`src/rtl/mkdpc_pkg.sv`:
```
// Shared types and constants for the multi-key debounce and press classifier.
`default_nettype none
package mkdpc_pkg;

  localparam int KEY_COUNT = 5;
  localparam int KEY_W     = 3;
  localparam int KINDS     = 4;
  localparam int EV_SLOTS  = KEY_COUNT * KINDS;
  localparam int SLOT_W    = $clog2(EV_SLOTS);
  localparam int CNT_W     = 4;
  localparam int PADDR_W   = 4;
  localparam int PDATA_W   = 32;

  localparam logic [CNT_W-1:0] RESULT_CAP = 4'd10;

  localparam logic [7:0]  DEBOUNCE_RST = 8'd3;
  localparam logic [15:0] LONG_RST     = 16'd80;
  localparam logic [15:0] HOLD_MAX     = 16'hFFFF;

  localparam logic CMD_SCAN = 1'b0;
  localparam logic CMD_INIT = 1'b1;

  localparam logic [1:0] EV_PRESSED  = 2'd0;
  localparam logic [1:0] EV_LONG     = 2'd1;
  localparam logic [1:0] EV_SHORT    = 2'd2;
  localparam logic [1:0] EV_RELEASED = 2'd3;

  localparam logic [1:0] REG_DEBOUNCE = 2'd0;
  localparam logic [1:0] REG_LONG     = 2'd1;
  localparam logic [1:0] REG_MAX_EV   = 2'd2;

  typedef enum logic [3:0] {
    PH_RELEASED    = 4'b0001,
    PH_DEB_PRESS   = 4'b0010,
    PH_PRESSED     = 4'b0100,
    PH_DEB_RELEASE = 4'b1000
  } phase_t;

endpackage
`default_nettype wire

```
`src/rtl/mkdpc_if.sv`:
```
// Valid/ready channel interfaces for key samples and press events.
`default_nettype none
interface mkdpc_in_if;
  import mkdpc_pkg::*;
  logic                 valid;
  logic                 ready;
  logic                 command;
  logic [KEY_COUNT-1:0] pressed_bits;
  modport source (output valid, command, pressed_bits, input ready);
  modport sink (input valid, command, pressed_bits, output ready);
endinterface

interface mkdpc_out_if;
  import mkdpc_pkg::*;
  logic             valid;
  logic             ready;
  logic [KEY_W-1:0] key_index;
  logic [1:0]       event_kind;
  logic             last_event;
  modport source (output valid, key_index, event_kind, last_event, input ready);
  modport sink (input valid, key_index, event_kind, last_event, output ready);
endinterface
`default_nettype wire

```
`src/rtl/multi_key_debounce_press_classifier_core.sv`:
```
// Top level: per-key debounce state, press classification and event drain.
//
// in_chan carries one beat per scan tick or init sample: command and one
// pressed bit per key. out_chan carries one beat per event: key_index,
// event_kind and last_event, which marks the final event of a tick.
// Registers sit behind an APB-style port: debounce_scans at 0x0,
// long_press_scans at 0x4, the per-tick event limit at 0x8; pready is high.
// An accepted beat lands in an input register; the step then updates all
// key states at once and loads the event mask of that tick, and the drain
// then moves the first event into the output register. The drain hands
// one event per cycle while the receiver takes them. Ticks and init
// samples that raise no event flow one per cycle while no drain is pending.
// in_chan stays ready while the event mask of a tick is being drained and
// takes the next beat into the input register, then drops until the last
// event of the tick leaves the drain.
// A stalled receiver holds the output register and then the drain; the
// input register fills and in_chan.ready drops. Reset clears all keys to
// released, empties every stage and restores the register defaults.
`default_nettype none
module multi_key_debounce_press_classifier_core (
  input  wire logic                          clk,
  input  wire logic                          rst_n,
  mkdpc_in_if.sink                           in_chan,
  mkdpc_out_if.source                        out_chan,
  input  wire logic                          psel,
  input  wire logic                          penable,
  input  wire logic                          pwrite,
  input  wire logic [mkdpc_pkg::PADDR_W-1:0] paddr,
  input  wire logic [mkdpc_pkg::PDATA_W-1:0] pwdata,
  output logic      [mkdpc_pkg::PDATA_W-1:0] prdata,
  output logic                               pready
);
  import mkdpc_pkg::*;

  logic [7:0]       deb_scans_r;
  logic [15:0]      long_scans_r;
  logic [CNT_W-1:0] ev_limit_r;
  logic             cfg_wr;
  logic [1:0]       cfg_sel;

  logic                 in_v_r;
  logic                 cmd_r;
  logic [KEY_COUNT-1:0] bits_r;
  logic                 step_fire;

  phase_t      phase_r   [KEY_COUNT];
  phase_t      phase_nxt [KEY_COUNT];
  logic [7:0]  run_r     [KEY_COUNT];
  logic [7:0]  run_nxt   [KEY_COUNT];
  logic [7:0]  run_inc   [KEY_COUNT];
  logic [15:0] hold_r    [KEY_COUNT];
  logic [15:0] hold_nxt  [KEY_COUNT];
  logic [15:0] hold_inc  [KEY_COUNT];
  logic        lr_r      [KEY_COUNT];
  logic        lr_nxt    [KEY_COUNT];
  logic [EV_SLOTS-1:0] ev_mask;

  logic [CNT_W-1:0] cap;
  logic                pend_v_r;
  logic [EV_SLOTS-1:0] pend_mask_r;
  logic [CNT_W-1:0]    pend_cnt_r;
  logic [CNT_W-1:0]    pend_cap_r;
  logic [SLOT_W-1:0]   sel;
  logic [EV_SLOTS-1:0] sel_hot;
  logic [EV_SLOTS-1:0] rest_mask;
  logic [CNT_W-1:0]    cnt_inc;
  logic                drain_fire;
  logic                drain_last;
  logic                pend_done;

  logic             out_v_r;
  logic [KEY_W-1:0] out_key_r;
  logic [1:0]       out_kind_r;
  logic             out_last_r;

  // configuration port
  assign pready  = 1'b1;
  assign cfg_sel = paddr[3:2];
  assign cfg_wr  = psel && penable && pwrite && pready;

  always_comb begin
    case (cfg_sel)
      REG_DEBOUNCE: prdata = PDATA_W'(deb_scans_r);
      REG_LONG:     prdata = PDATA_W'(long_scans_r);
      REG_MAX_EV:   prdata = PDATA_W'(ev_limit_r);
      default:      prdata = '0;
    endcase
  end

  always_ff @(posedge clk) begin
    if (!rst_n) begin
      deb_scans_r  <= DEBOUNCE_RST;
      long_scans_r <= LONG_RST;
      ev_limit_r   <= RESULT_CAP;
    end else if (cfg_wr) begin
      case (cfg_sel)
        REG_DEBOUNCE: deb_scans_r  <= pwdata[7:0];
        REG_LONG:     long_scans_r <= pwdata[15:0];
        REG_MAX_EV:   ev_limit_r   <= pwdata[CNT_W-1:0];
        default:      ;
      endcase
    end
  end

  // input register
  assign step_fire     = in_v_r && (!pend_v_r || pend_done);
  assign in_chan.ready = !in_v_r || step_fire;

  always_ff @(posedge clk) begin
    if (!rst_n) begin
      in_v_r <= 1'b0;
    end else if (in_chan.ready) begin
      in_v_r <= in_chan.valid;
    end
  end

  always_ff @(posedge clk) begin
    if (in_chan.valid && in_chan.ready) begin
      cmd_r  <= in_chan.command;
      bits_r <= in_chan.pressed_bits;
    end
  end

  // per-key phase machines
  always_comb begin
    for (int i = 0; i < KEY_COUNT; i++) begin
      run_inc[i]  = 8'(run_r[i] + 8'd1);
      hold_inc[i] = (hold_r[i] == HOLD_MAX) ? hold_r[i] : 16'(hold_r[i] + 16'd1);
    end
  end

  always_comb begin
    ev_mask = '0;
    for (int i = 0; i < KEY_COUNT; i++) begin
      phase_nxt[i] = phase_r[i];
      run_nxt[i]   = run_r[i];
      hold_nxt[i]  = hold_r[i];
      lr_nxt[i]    = lr_r[i];
      if (cmd_r == CMD_INIT) begin
        phase_nxt[i] = bits_r[i] ? PH_PRESSED : PH_RELEASED;
        run_nxt[i]   = '0;
        hold_nxt[i]  = '0;
        lr_nxt[i]    = bits_r[i];
      end else begin
        case (phase_r[i])
          PH_RELEASED: begin
            if (bits_r[i]) begin
              phase_nxt[i] = PH_DEB_PRESS;
              run_nxt[i]   = '0;
            end
          end
          PH_DEB_PRESS: begin
            if (!bits_r[i]) begin
              phase_nxt[i] = PH_RELEASED;
              run_nxt[i]   = '0;
            end else if (run_inc[i] >= deb_scans_r) begin
              phase_nxt[i] = PH_PRESSED;
              run_nxt[i]   = '0;
              hold_nxt[i]  = '0;
              lr_nxt[i]    = 1'b0;
              ev_mask[KINDS*i + int'(EV_PRESSED)] = 1'b1;
            end else begin
              run_nxt[i] = run_inc[i];
            end
          end
          PH_PRESSED: begin
            if (!bits_r[i]) begin
              phase_nxt[i] = PH_DEB_RELEASE;
              run_nxt[i]   = '0;
            end else if (!lr_r[i]) begin
              hold_nxt[i] = hold_inc[i];
              if (hold_inc[i] >= long_scans_r) begin
                lr_nxt[i] = 1'b1;
                ev_mask[KINDS*i + int'(EV_LONG)] = 1'b1;
              end
            end
          end
          PH_DEB_RELEASE: begin
            if (bits_r[i]) begin
              phase_nxt[i] = PH_PRESSED;
              run_nxt[i]   = '0;
            end else if (run_inc[i] >= deb_scans_r) begin
              phase_nxt[i] = PH_RELEASED;
              run_nxt[i]   = '0;
              hold_nxt[i]  = '0;
              lr_nxt[i]    = 1'b0;
              ev_mask[KINDS*i + int'(EV_SHORT)]    = !lr_r[i];
              ev_mask[KINDS*i + int'(EV_RELEASED)] = 1'b1;
            end else begin
              run_nxt[i] = run_inc[i];
            end
          end
          default: begin
            phase_nxt[i] = PH_RELEASED;
            run_nxt[i]   = '0;
          end
        endcase
      end
    end
  end

  always_ff @(posedge clk) begin
    if (!rst_n) begin
      for (int i = 0; i < KEY_COUNT; i++) begin
        phase_r[i] <= PH_RELEASED;
        run_r[i]   <= '0;
        hold_r[i]  <= '0;
        lr_r[i]    <= 1'b0;
      end
    end else if (step_fire) begin
      for (int i = 0; i < KEY_COUNT; i++) begin
        phase_r[i] <= phase_nxt[i];
        run_r[i]   <= run_nxt[i];
        hold_r[i]  <= hold_nxt[i];
        lr_r[i]    <= lr_nxt[i];
      end
    end
  end

  // event drain
  assign cap = (ev_limit_r > RESULT_CAP) ? RESULT_CAP : ev_limit_r;

  always_comb begin
    sel = '0;
    for (int j = EV_SLOTS - 1; j >= 0; j--) begin
      if (pend_mask_r[j]) begin
        sel = SLOT_W'(j);
      end
    end
  end

  assign sel_hot    = EV_SLOTS'(1) << sel;
  assign rest_mask  = pend_mask_r & ~sel_hot;
  assign cnt_inc    = CNT_W'(pend_cnt_r + 4'd1);
  assign drain_fire = pend_v_r && (!out_v_r || out_chan.ready);
  assign drain_last = (rest_mask == '0) || (cnt_inc == pend_cap_r);
  assign pend_done  = drain_fire && drain_last;

  always_ff @(posedge clk) begin
    if (!rst_n) begin
      pend_v_r <= 1'b0;
    end else if (step_fire && (cmd_r == CMD_SCAN) && (ev_mask != '0) && (cap != '0)) begin
      pend_v_r <= 1'b1;
    end else if (pend_done) begin
      pend_v_r <= 1'b0;
    end
  end

  always_ff @(posedge clk) begin
    if (step_fire) begin
      pend_mask_r <= ev_mask;
      pend_cnt_r  <= '0;
      pend_cap_r  <= cap;
    end else if (drain_fire) begin
      pend_mask_r <= rest_mask;
      pend_cnt_r  <= cnt_inc;
    end
  end

  // output register
  always_ff @(posedge clk) begin
    if (!rst_n) begin
      out_v_r <= 1'b0;
    end else if (drain_fire) begin
      out_v_r <= 1'b1;
    end else if (out_chan.ready) begin
      out_v_r <= 1'b0;
    end
  end

  always_ff @(posedge clk) begin
    if (drain_fire) begin
      out_key_r  <= sel[SLOT_W-1:2];
      out_kind_r <= sel[1:0];
      out_last_r <= drain_last;
    end
  end

  assign out_chan.valid      = out_v_r;
  assign out_chan.key_index  = out_key_r;
  assign out_chan.event_kind = out_kind_r;
  assign out_chan.last_event = out_last_r;

endmodule
`default_nettype wire

```
`src/flat_wrapper.sv`:
```
// flat-port wrapper written by rule: the top's interface ports become plain ports
module multi_key_debounce_press_classifier_core_flat import mkdpc_pkg::*;
  (clk, rst_n, psel, penable, pwrite, paddr, pwdata, prdata, pready, in_chan_valid, in_chan_command, in_chan_pressed_bits, in_chan_ready, out_chan_valid, out_chan_key_index, out_chan_event_kind, out_chan_last_event, out_chan_ready);
  mkdpc_in_if in_chan_i ();
  mkdpc_out_if out_chan_i ();
  input  wire logic clk;
  input  wire logic rst_n;
  input  wire logic psel;
  input  wire logic penable;
  input  wire logic pwrite;
  input  wire logic [mkdpc_pkg::PADDR_W-1:0] paddr;
  input  wire logic [mkdpc_pkg::PDATA_W-1:0] pwdata;
  output logic      [mkdpc_pkg::PDATA_W-1:0] prdata;
  output logic pready;
  input wire logic [$bits(in_chan_i.valid)-1:0] in_chan_valid;
  input wire logic [$bits(in_chan_i.command)-1:0] in_chan_command;
  input wire logic [$bits(in_chan_i.pressed_bits)-1:0] in_chan_pressed_bits;
  output wire logic [$bits(in_chan_i.ready)-1:0] in_chan_ready;
  output wire logic [$bits(out_chan_i.valid)-1:0] out_chan_valid;
  output wire logic [$bits(out_chan_i.key_index)-1:0] out_chan_key_index;
  output wire logic [$bits(out_chan_i.event_kind)-1:0] out_chan_event_kind;
  output wire logic [$bits(out_chan_i.last_event)-1:0] out_chan_last_event;
  input wire logic [$bits(out_chan_i.ready)-1:0] out_chan_ready;
  assign in_chan_i.valid = in_chan_valid;
  assign in_chan_i.command = in_chan_command;
  assign in_chan_i.pressed_bits = in_chan_pressed_bits;
  assign in_chan_ready = in_chan_i.ready;
  assign out_chan_valid = out_chan_i.valid;
  assign out_chan_key_index = out_chan_i.key_index;
  assign out_chan_event_kind = out_chan_i.event_kind;
  assign out_chan_last_event = out_chan_i.last_event;
  assign out_chan_i.ready = out_chan_ready;
  multi_key_debounce_press_classifier_core u_core (.clk(clk), .rst_n(rst_n), .in_chan(in_chan_i), .out_chan(out_chan_i), .psel(psel), .penable(penable), .pwrite(pwrite), .paddr(paddr), .pwdata(pwdata), .prdata(prdata), .pready(pready));
endmodule
```
`config.mk`:
```
export PLATFORM = sky130hd
export DESIGN_NAME = multi_key_debounce_press_classifier_core_flat
export DESIGN_NICKNAME = d
export VERILOG_FILES = /design/src/rtl/mkdpc_pkg.sv /design/src/rtl/mkdpc_if.sv /design/src/rtl/multi_key_debounce_press_classifier_core.sv /design/src/flat_wrapper.sv
export SDC_FILE = /design/constraint.sdc
export NUM_CORES = 1
export LEC_CHECK = 0
export BUFFER_PORTS_ARGS = -buffer_cell sky130_fd_sc_hd__buf_4
export CAP_MARGIN = 10
export CORE_UTILIZATION = 57
export CTS_BUF_LIST = sky130_fd_sc_hd__clkbuf_4 sky130_fd_sc_hd__clkbuf_8 sky130_fd_sc_hd__clkbuf_16
export CTS_CLUSTER_SIZE = 25
export DETAILED_ROUTE_END_ITERATION = 7
export PLACE_DENSITY_LB_ADDON = 0.12
export SLEW_MARGIN = 0
export SYNTH_ARGS = -nofsm -noshare
export SYNTH_HDL_FRONTEND = slang
export SYNTH_SLANG_ARGS = --single-unit
```
`constraint.sdc`:
```
create_clock -name clk -period 4.7 [get_ports clk]
set_clock_uncertainty 0.15 [all_clocks]
set_input_delay 0.94 -clock clk [delete_from_list [all_inputs] [get_ports clk]]
set_output_delay 0.94 -clock clk [all_outputs]
set_load 0.02 [all_outputs]
```
==> results.py, run 1 <==
metrics = {
    "setup_path": {
        "path_class": "flop to primary output",
        "r2r-start": "u_core.hold_r[0][52]",
        "startpoint_type": "flop",
        "cp_num_buf_inv": 2,
        "slowest_stage": "edfxtp_1",
        "rrSetupSlack_ps": 230,
        "path_depth": 11,
        "r2r_cells": 19,
        "worst-path-max-fanout": 3,
        "crit_chain": "or3_1 -> a221o_1 -> a21oi_4 -> a22o_2 -> nor2_1 -> or3_1 -> a2111oi_4 -> a31oi_4 -> buf_4 -> nand2_1 -> buf_4",
        "required_ps": 3610,
        "cp.arrival_ps": 3610,
        "startpoint": "u_core.pend_mask_r[4]",
        "r2r-end": "u_core.pend_v_r",
        "timing.critical_path.to_type": "primary output",
        "crit_family": "compound AO/OA/AOI/OAI gates",
        "slowest_delay_ps": 450,
        "cp-endpoint": "in_chan_ready",
    },
    "synthesis": {
        "synth-warning-count": 0,
        "synth_area_per_cell_um2": 8.93,
        "syn_inst": 1799,
        "synthFlopType": "edfxtp_1",
        "async_flop_share_pct": 0,
        "synth.distinct_cells": 68,
        "synth_seq_cells": 216,
        "ys_seq_area_share_pct": 38.2,
        "synth_edf_count": 181,
        "syn_area_mm2": 0.0161,
    },
    "power": {
        "p_leak_uw": 0.00698,
        "ir_drop_mv": 0.283,
        "power.density_mw_per_mm2": 284,
    },
    "sta": {
        "tightestPinTransition_ps": 1060,
        "fin_crit_ps": 4700,
        "hold_viol_final": 0,
        "setup_ws_ps": -1.03,
        "clock.fmax_mhz": 213,
        "setup_viol": 1,
        "fin_crit_sh_pct": 100,
        "max-slew-margin-rel_pct": 29.2,
        "setup-tns-final_ps": -1.03,
        "maxSlewViolCount": 0,
    },
    "finish": {
        "multi_input_area_mm2": 0.00953,
        "antennaDiodeCount": 0,
        "areaGrowthSynthToFinish_pct": 13.4,
        "drive_gt1_share_pct": 12.6,
        "fin_nets": 2038,
        "nFillCells": 2311,
        "regArea_mm2": 0.00614,
    },
    "place": {
        "hpwlAfterDp_um": 29100,
        "gp_congestion": 0.893,
        "port_buffers": 54,
        "pre_cts_ws_ps": 227,
    },
    "cts": {
        "cts.sinks": 216,
        "clock_latency_ps": 550,
        "h-tree-depth": 1,
        "clock-root-buffer": "clkbuf_16",
        "cts-hold-fix-buffers": 0,
        "cts_tree": "done",
        "clk_pin_slew_ps": 60,
        "clk_path_buf_depth": 3,
        "cts_made_buffers": 26,
    },
    "global_routing": {
        "grt_pass1_wl_um": 66100,
        "grt_max_degree": 56,
        "grt-ovfl-total": 0,
        "grt_pass1_vias": 12811,
        "antenna_found_initial": 0,
        "grt_usage_pct": 28.7,
    },
    "die": {
        "die_y_um": 170,
        "ios": 90,
        "rows": 61,
        "start_util_pct": 57.8,
        "die-width_um": 170,
        "core_region_area_mm2": 0.0278,
        "die_area_mm2": 0.0289,
    },
    "detailed_routing": {
        "drtPass1Iterations": 5,
        "top_layer": "met4",
        "drtAntennaViolNets": 0,
        "wl_um": 42000,
        "vias": 13775,
        "wl_met3_um": 2460,
        "wl_met1_um": 18400,
        "drt_iter0_drc": 1258,
        "routed-wl-met2_um": 19900,
        "routedWlPerCell_um": 18.6,
        "vias_per_cell": 6.11,
        "drcViolationCount": 0,
    },
    "run": {
        "max_cap_violations": 0,
    },
    "outcome": {
        "status": "complete, but fails checks",
        "violations": "setup timing",
    },
    "worst_hold_path": {
        "min-delay-path-class": "flop to flop",
    },
}
## worst min-delay path by stage
stage                                  startpoint                      end  slack [ps]  depth (start not counted)
final                     u_core.long_scans_r[11]  u_core.long_scans_r[11]         330                          2
after global routing      u_core.long_scans_r[13]  u_core.long_scans_r[13]         350                          2
after CTS                 u_core.long_scans_r[14]  u_core.long_scans_r[14]         330                          2
after detailed placement     u_core.pend_cnt_r[1]     u_core.pend_cnt_r[1]         330                          2
after global placement       u_core.pend_cnt_r[1]     u_core.pend_cnt_r[1]         320                          2
after floorplan           u_core.long_scans_r[10]  u_core.long_scans_r[10]         300                          2
## what timing repair did
action / CTS / global route
gates resized for setup: 9 / 29
pin swaps: 2 / 9
buffers inserted: 4 / 16
setup endpoints to repair: 1 / 3
## tightest hold or removal path: cells and delay by family (launching register included)
family	cells	cell delay [ps]
flip-flops	1	310
AO/OA/AOI/OAI	1	60
AND/OR/NAND/NOR	1	50
## sequential cells by signal (all words and copies together), names as in the netlist, 2 cells and up
name                        flops
u_core.bits_r                   5
u_core.deb_scans_r              8
u_core.ev_limit_r               4
u_core.hold_r                  80
u_core.long_scans_r            16
u_core.lr_r                     5
u_core.out_chan.event_kind      2
u_core.out_chan.key_index       3
u_core.pend_cap_r               4
u_core.pend_cnt_r               4
u_core.pend_mask_r             20
u_core.phase_r                 20
u_core.run_r                   40
## placed cells by master, fill, tap and decap left out, types with 42 or more instances in the layout
| cell type | instances |
|---|---|
| o21ai_0 | 84 |
| xnor2_1 | 54 |
| nand2_1 | 175 |
| nand3_1 | 90 |
| edfxtp_1 | 181 |
| a21oi_1 | 143 |
| nor2_1 | 172 |
| a21o_1 | 55 |
| buf_4 | 126 |
| nor3_1 | 42 |
| ha_1 | 130 |
| inv_1 | 50 |
| xor2_1 | 46 |
## per-stage QoR
step | total power (uW) | cells | hold WS [ps] | util, % | area [um2]
after floorplan | 2770 | 1814 | 302 | - | 16100
after global placement | 2950 | 2188 | 318 | 61.0 | 16900
after detailed placement | 2980 | 2188 | 327 | 61.0 | 16900
after CTS | 5160 | 2240 | 335 | 64.6 | 18000
after global routing | 5340 | 2256 | 348 | 65.6 | 18200
final | 5170 | 2256 | 328 | 65.6 | 18200
## power breakdown
part	internal [uW]	switching (uW)
Combinational	291	403
Clock	1350	841
Sequential	2170	117
Total	3810	1360
## cell families after synthesis
| family | after synthesis | synth area share, % |
|---|---|---|
| flops | 216 | 38.2 |
| buf+inv | 161 | 4.40 |
| compound gates | 427 | 16.7 |
| simple gates | 722 | 22.5 |
| other cells | 2 | 0.0467 |
| xor+xnor | 101 | 5.51 |
| mux | 39 | 2.48 |
| fa+ha+maj | 131 | 10.2 |
## metal layers
layer  vias up  global-route usage, %
met4         0                   9.17
met3       102                   3.53
met1      6532                   38.1
met2       472                   48.4
li1       6669                      -
met5         -                      0
## cells in the mapped netlist (all sizes together), types with 4 or more instances
cell	instances	area share [%]
edfxtp	181	34
nand2	177	4.1
nor2	175	4.1
a21oi	155	5.1
ha	131	10
o21ai	91	2.8
nand3	90	2.8
clkbuf	76	1.8
a21o	55	2.6
xnor2	55	3.0
inv	50	1.2
xor2	46	2.5
nor3	44	1.4
nor3b	37	1.7
buf	35	1.5
dfxtp	35	4.4
mux2i	33	2.1
and3	28	1.1
nor2b	26	1.0
nand2b	24	0.98
nand4	24	0.93
or3	22	0.86
and2	20	0.78
nor4	20	0.90
o21a	19	0.89
a22oi	17	0.79
a21boi	16	0.75
a31oi	16	0.62
or4	9	0.44
o31a	7	0.38
o41ai	7	0.38
or2	7	0.27
a2111oi	6	0.40
a211oi	6	0.28
and4	6	0.33
mux2	6	0.42
nor4b	5	0.27
o211ai	5	0.23
o22a	5	0.27
o31ai	4	0.19
## layout make-up
cell class	instances	share of cell area, %
clock buffers	28	3.66
clock inverters	20	1.40
well taps	378	2.60
flip-flops and latches	216	33.7
multi-input cells	1437	52.3
inverters	50	1.03
repair buffers	127	5.30
No activity file was read; power rests on OpenSTA's default activity.
==> inputs of run 2 (changes only) <==
--- a/config.mk
+++ b/config.mk
@@ -7,7 +7,7 @@
 export LEC_CHECK = 0
 export BUFFER_PORTS_ARGS = -buffer_cell sky130_fd_sc_hd__buf_4
 export CAP_MARGIN = 10
-export CORE_UTILIZATION = 57
+export CORE_UTILIZATION = 60
 export CTS_BUF_LIST = sky130_fd_sc_hd__clkbuf_4 sky130_fd_sc_hd__clkbuf_8 sky130_fd_sc_hd__clkbuf_16
 export CTS_CLUSTER_SIZE = 25
 export DETAILED_ROUTE_END_ITERATION = 7
==> constraint.sdc (replaced) <==
create_clock -name clk -period 5.2 [get_ports clk]
set_clock_uncertainty 0.15 [all_clocks]
set_input_delay 1.04 -clock clk [delete_from_list [all_inputs] [get_ports clk]]
set_output_delay 1.04 -clock clk [all_outputs]
set_load 0.02 [all_outputs]
==> results.py, run 2 (synthesis results as in run 1) <==
metrics = {
    "outcome": {
        "status": "complete, but fails checks",
        "violations": "DRC",
    },
    "power": {
        "internal-power_uw": 3250,
        "p_leak_uw": 0.00668,
        "power.density_mw_per_mm2": 253,
        "clock_power_share_pct": 39.9,
        "seqPwrFrac_pct": 46.6,
        "comb_power_share_pct": 13.5,
        "p_switching_uw": 1190,
        "p_sw_share_pct": 26.8,
        "ir_drop_mv": 0.351,
    },
    "finish": {
        "antennaDiodeCount": 0,
        "largest_register_ffs": 80,
        "fin_area_mm2": 0.0176,
        "regArea_mm2": 0.00614,
        "multi_input_area_mm2": 0.00937,
        "top_regs": "u_core.hold_r (80), u_core.run_r (40)",
        "nFillCells": 2135,
        "fin_nets": 1994,
        "areaGrowthSynthToFinish_pct": 9.27,
        "layout_common_cells": "edfxtp_1 (181), nand2_1 (177), nor2_1 (175)",
        "top_register": "u_core.hold_r",
        "drive_gt1_share_pct": 9.44,
        "final_common_cell": "edfxtp_1",
    },
    "sta": {
        "hold_viol_final": 0,
        "tightestPinTransition_ps": 1050,
        "fin_crit_ps": 4970,
        "rsz0062_at_grt": "false",
        "max-slew-margin-rel_pct": 29.8,
        "clock.fmax_mhz": 201,
        "setup_viol": 0,
        "hold_slack_ps": 326,
        "maxSlewViolCount": 0,
        "fin_crit_sh_pct": 95.5,
        "setup-tns-final_ps": 0,
    },
    "die": {
        "start_util_pct": 61.5,
        "die_y_um": 166,
        "die_area_mm2": 0.0274,
        "die-width_um": 166,
        "rows": 59,
        "core_region_area_mm2": 0.0261,
        "ios": 90,
    },
    "detailed_routing": {
        "wl_met1_um": 17700,
        "wl_um": 41500,
        "vias_per_cell": 6.31,
        "drtAntennaViolNets": 0,
        "drtPass1Iterations": 7,
        "drt_iter0_drc": 1724,
        "vias": 13685,
        "routed-wl-met2_um": 20100,
        "drcViolationCount": 9,
        "wl_met3_um": 2530,
        "routedWlPerCell_um": 19.1,
        "top_layer": "met4",
    },
    "cts": {
        "cts_setup_buffers": 0,
        "clk_path_buf_depth": 3,
        "h-tree-depth": 1,
        "cts-hold-fix-buffers": 0,
        "cts_tree": "done",
        "clock-root-buffer": "clkbuf_16",
        "cts.sinks": 216,
        "clk_pin_slew_ps": 70,
        "clock_latency_ps": 540,
        "cts_made_buffers": 25,
    },
    "setup_path": {
        "worst-path-max-fanout": 8,
        "startpoint_type": "flop",
        "cp.arrival_ps": 3780,
        "required_ps": 4010,
        "r2r_cells": 19,
        "path_class": "flop to primary output",
        "timing.critical_path.to_type": "primary output",
    },
    "global_routing": {
        "antenna_found_initial": 0,
        "grt_pass1_wl_um": 67400,
        "grt_pass1_vias": 12901,
        "grt_usage_pct": 30.2,
        "grt-ovfl-total": 0,
        "grt_max_degree": 56,
    },
    "place": {
        "post_dp_cell_area_mm2": 0.0167,
        "gp_congestion": 0.903,
        "hpwlAfterDp_um": 29300,
        "port_buffers": 54,
    },
    "run": {
        "max_cap_violations": 0,
    },
    "worst_hold_path": {
        "whs_path_depth": 2,
        "min-delay-path-class": "flop to flop",
    },
}
-- run 2: changes by cell type in the layout (fill, tap and decap cells not counted), moves of 4 or more --
cell / delta
buf_4: -42
clkinv_1: -4
clkbuf_4: +7
bufinv_16: -5
o41ai_1: +5
-- run 2: critical path, cell delays in order, from the launching register on --
cell and delay (ps):
edfxtp_1 540, nor3_4 290, nand2b_1 180, nand2b_4 210
or4_4 550, o41ai_1 460, nand2_1 110, nor4_2 340
a31oi_4 220, nand2_1 160, buf_4 160
-- run 2: power by group through the flow --
| stage | Sequential (uW) | Combinational, uW | Clock (uW) |
|---|---|---|---|
| global route | 2080 | 665 | 1850 |
| floorplan | 2050 | 459 | 0 |
| global placement | 2090 | 570 | 0 |
| finish | 2070 | 600 | 1770 |
| detailed placement | 2100 | 589 | 0 |
| CTS | 2060 | 594 | 1790 |
-- run 2: path summary, 6_finish.rpt --
path,from,to,slack (ps)
worst min register to register,u_core.long_scans_r[15],u_core.long_scans_r[15],330
worst max-delay path,u_core.pend_mask_r[3],in_chan_ready,230
worst max register to register,u_core.hold_r[0][51],u_core.pend_v_r,470
worst min-delay path,u_core.long_scans_r[15],u_core.long_scans_r[15],330
-- run 2: layout make-up --
| type | count | share of cell area (%) |
|---|---|---|
| Clock buffer | 37 | 4.25 |
| Clock inverter | 9 | 0.399 |
| Inverter | 50 | 1.07 |
| Multi-Input combinational cell | 1437 | 53.4 |
| Sequential cell | 216 | 35.0 |
| Tap cell | 335 | 2.39 |
| Timing Repair Buffer | 84 | 3.59 |
-- run 2: timing repair --
item,4_1_cts,5_1_grt
gates resized for setup,1,3
setup endpoints to repair,1,30
hold endpoints to repair,0,0
-- run 2: per-stage QoR --
| step | worst slack (ps) | power [uW] | utilization, % | instances |
|---|---|---|---|---|
| detailed placement | 231 | 2690 | 63.9 | 2122 |
| finish | 233 | 4440 | 67.2 | 2168 |
| global placement | 358 | 2660 | 63.9 | 2122 |
| floorplan | 526 | 2510 | - | 1814 |
| global route | 13.7 | 4600 | 67.2 | 2168 |
| CTS | 20.0 | 4440 | 67.1 | 2168 |
-- run 2: layer usage --
metal	vias to the layer above	GRT usage, %
li1	6581	-
met1	6519	40.0
met2	505	52.1
met3	80	3.80
met4	0	8.45
met5	-	0
==> inputs of run 3 (changes only) <==
--- a/config.mk
+++ b/config.mk
@@ -12,6 +12,7 @@
 export CTS_CLUSTER_SIZE = 25
 export DETAILED_ROUTE_END_ITERATION = 7
 export PLACE_DENSITY_LB_ADDON = 0.12
+export REMOVE_ABC_BUFFERS = 1
 export SLEW_MARGIN = 0
 export SYNTH_ARGS = -nofsm -noshare
 export SYNTH_HDL_FRONTEND = slang
==> results.py, run 3 (synthesis results as in run 1) <==
metrics = {
    "place": {
        "gp_congestion": 0.942,
        "hpwlAfterDp_um": 28900,
        "port_buffers": 54,
        "post_dp_cell_area_mm2": 0.0167,
        "placed_cells": 2126,
    },
    "die": {
        "core_region_area_mm2": 0.0261,
        "start_util_pct": 61.5,
        "die_y_um": 166,
        "rows": 59,
        "ios": 90,
        "die-width_um": 166,
        "die_area_mm2": 0.0274,
    },
    "cts": {
        "cts_made_buffers": 26,
        "clk_path_buf_depth": 3,
        "h-tree-depth": 1,
        "cts.sinks": 216,
        "clock-root-buffer": "clkbuf_16",
        "clock_latency_ps": 550,
        "cts_tree": "done",
        "clk_pin_slew_ps": 60,
    },
    "setup_path": {
        "slowest_delay_ps": 560,
        "worst-path-max-fanout": 10,
        "crit_chain": "nor3_4 -> nand2b_1 -> nand2b_4 -> or4_4 -> o31ai_1 -> nand3_1 -> a2111oi_2 -> a31oi_2 -> nand2_1 -> buf_4",
        "crit_family": "simple AND/OR/NAND/NOR gates",
        "slowest_stage": "edfxtp_1",
        "path_class": "flop to primary output",
        "cp.arrival_ps": 3870,
        "cp_num_buf_inv": 1,
        "rrSetupSlack_ps": 460,
        "startpoint_type": "flop",
        "required_ps": 4010,
        "timing.critical_path.to_type": "primary output",
    },
    "global_routing": {
        "grt_pass1_vias": 13052,
        "grt_pass1_wl_um": 67300,
        "grt_usage_pct": 30.1,
        "grt_max_degree": 59,
        "antenna_found_initial": 0,
        "grt-ovfl-total": 0,
    },
    "detailed_routing": {
        "drcViolationCount": 9,
        "wl_um": 41400,
        "drt_iter0_drc": 1462,
        "vias_per_cell": 6.29,
        "drtPass1Iterations": 7,
        "vias": 13664,
        "routedWlPerCell_um": 19.0,
        "drtAntennaViolNets": 0,
    },
    "run": {
        "max_cap_violations": 0,
    },
    "finish": {
        "final_common_cell": "edfxtp_1",
        "largest_register_ffs": 80,
        "fin_area_mm2": 0.0177,
        "areaGrowthSynthToFinish_pct": 9.96,
        "drive_gt1_share_pct": 9.79,
        "fin_nets": 1999,
        "antennaDiodeCount": 0,
        "top_regs": "u_core.hold_r (80), u_core.run_r (40)",
        "stdcell_count": 2174,
        "nFillCells": 2115,
        "layout_common_cells": "edfxtp_1 (181), nand2_1 (177), nor2_1 (175)",
        "top_register": "u_core.hold_r",
    },
    "power": {
        "ir_drop_mv": 0.267,
        "power.density_mw_per_mm2": 259,
        "p_leak_uw": 0.00674,
    },
    "outcome": {
        "status": "complete, but fails checks",
        "violations": "DRC",
    },
    "sta": {
        "maxSlewViolCount": 0,
        "clock.fmax_mhz": 198,
        "tightestPinTransition_ps": 1080,
        "fin_crit_sh_pct": 97.3,
        "hold_slack_ps": 331,
        "setup_viol": 0,
        "max-slew-margin-rel_pct": 27.7,
        "hold_viol_final": 0,
        "fin_crit_ps": 5060,
    },
    "worst_hold_path": {
        "min-delay-path-class": "flop to flop",
    },
}
-- run 3: final timing paths --
kind,startpoint,endpoint,depth (start not counted)
max,u_core.pend_mask_r[2],in_chan_ready,10
min,u_core.long_scans_r[10],u_core.long_scans_r[10],2
max reg2reg,u_core.hold_r[0][51],u_core.pend_v_r,19
min reg2reg,u_core.long_scans_r[10],u_core.long_scans_r[10],2
-- run 3: worst min-delay path, stage by stage, from the launching register on --
cell and delay (ps):
dfxtp_1 320, nand2_1 50, a21boi_0 60
-- run 3: cell type report --
cell class	count	area (um2)	share of cell area, %
Timing Repair Buffer	88	673	3.81
Clock inverter	14	179	1.01
Inverter	50	188	1.06
Clock buffer	34	723	4.09
Tap cell	335	419	2.37
Sequential cell	216	6140	34.7
Multi-Input combinational cell	1437	9350	52.9
-- run 3: metrics by stage --
step           worst slack (ps)  power [uW]  setup TNS [ps]  util, %
6_report                    143        4580               0     67.6
5_1_grt                   -50.9        4750           -50.9     67.6
4_1_cts                     122        4600               0     67.5
3_5_place_dp                536        2680               0     64.0
3_3_place_gp                608        2660               0     64.0
2_1_floorplan              -474        2480          -21590        -
-- run 3: repair_timing --
action,in CTS,in global routing
gates resized for setup,0,4
setup endpoints to repair,0,1
buffers inserted,0,0
hold buffers,0,0
-- run 3: layer usage --
metal	routed length, um	vias up	track usage, %
li1	-	6584	-
met1	17700	6499	40.2
met2	19800	493	50.8
met3	2540	88	2.89
met4	1350	0	11.3
met5	0	-	0
-- run 3: report_power, final --
part           internal, uW  total [uW]  switching [uW]
sequential             1960        2070             108
combinational           244         595             351
clock                  1180        1920             742
total                  3380        4580            1200
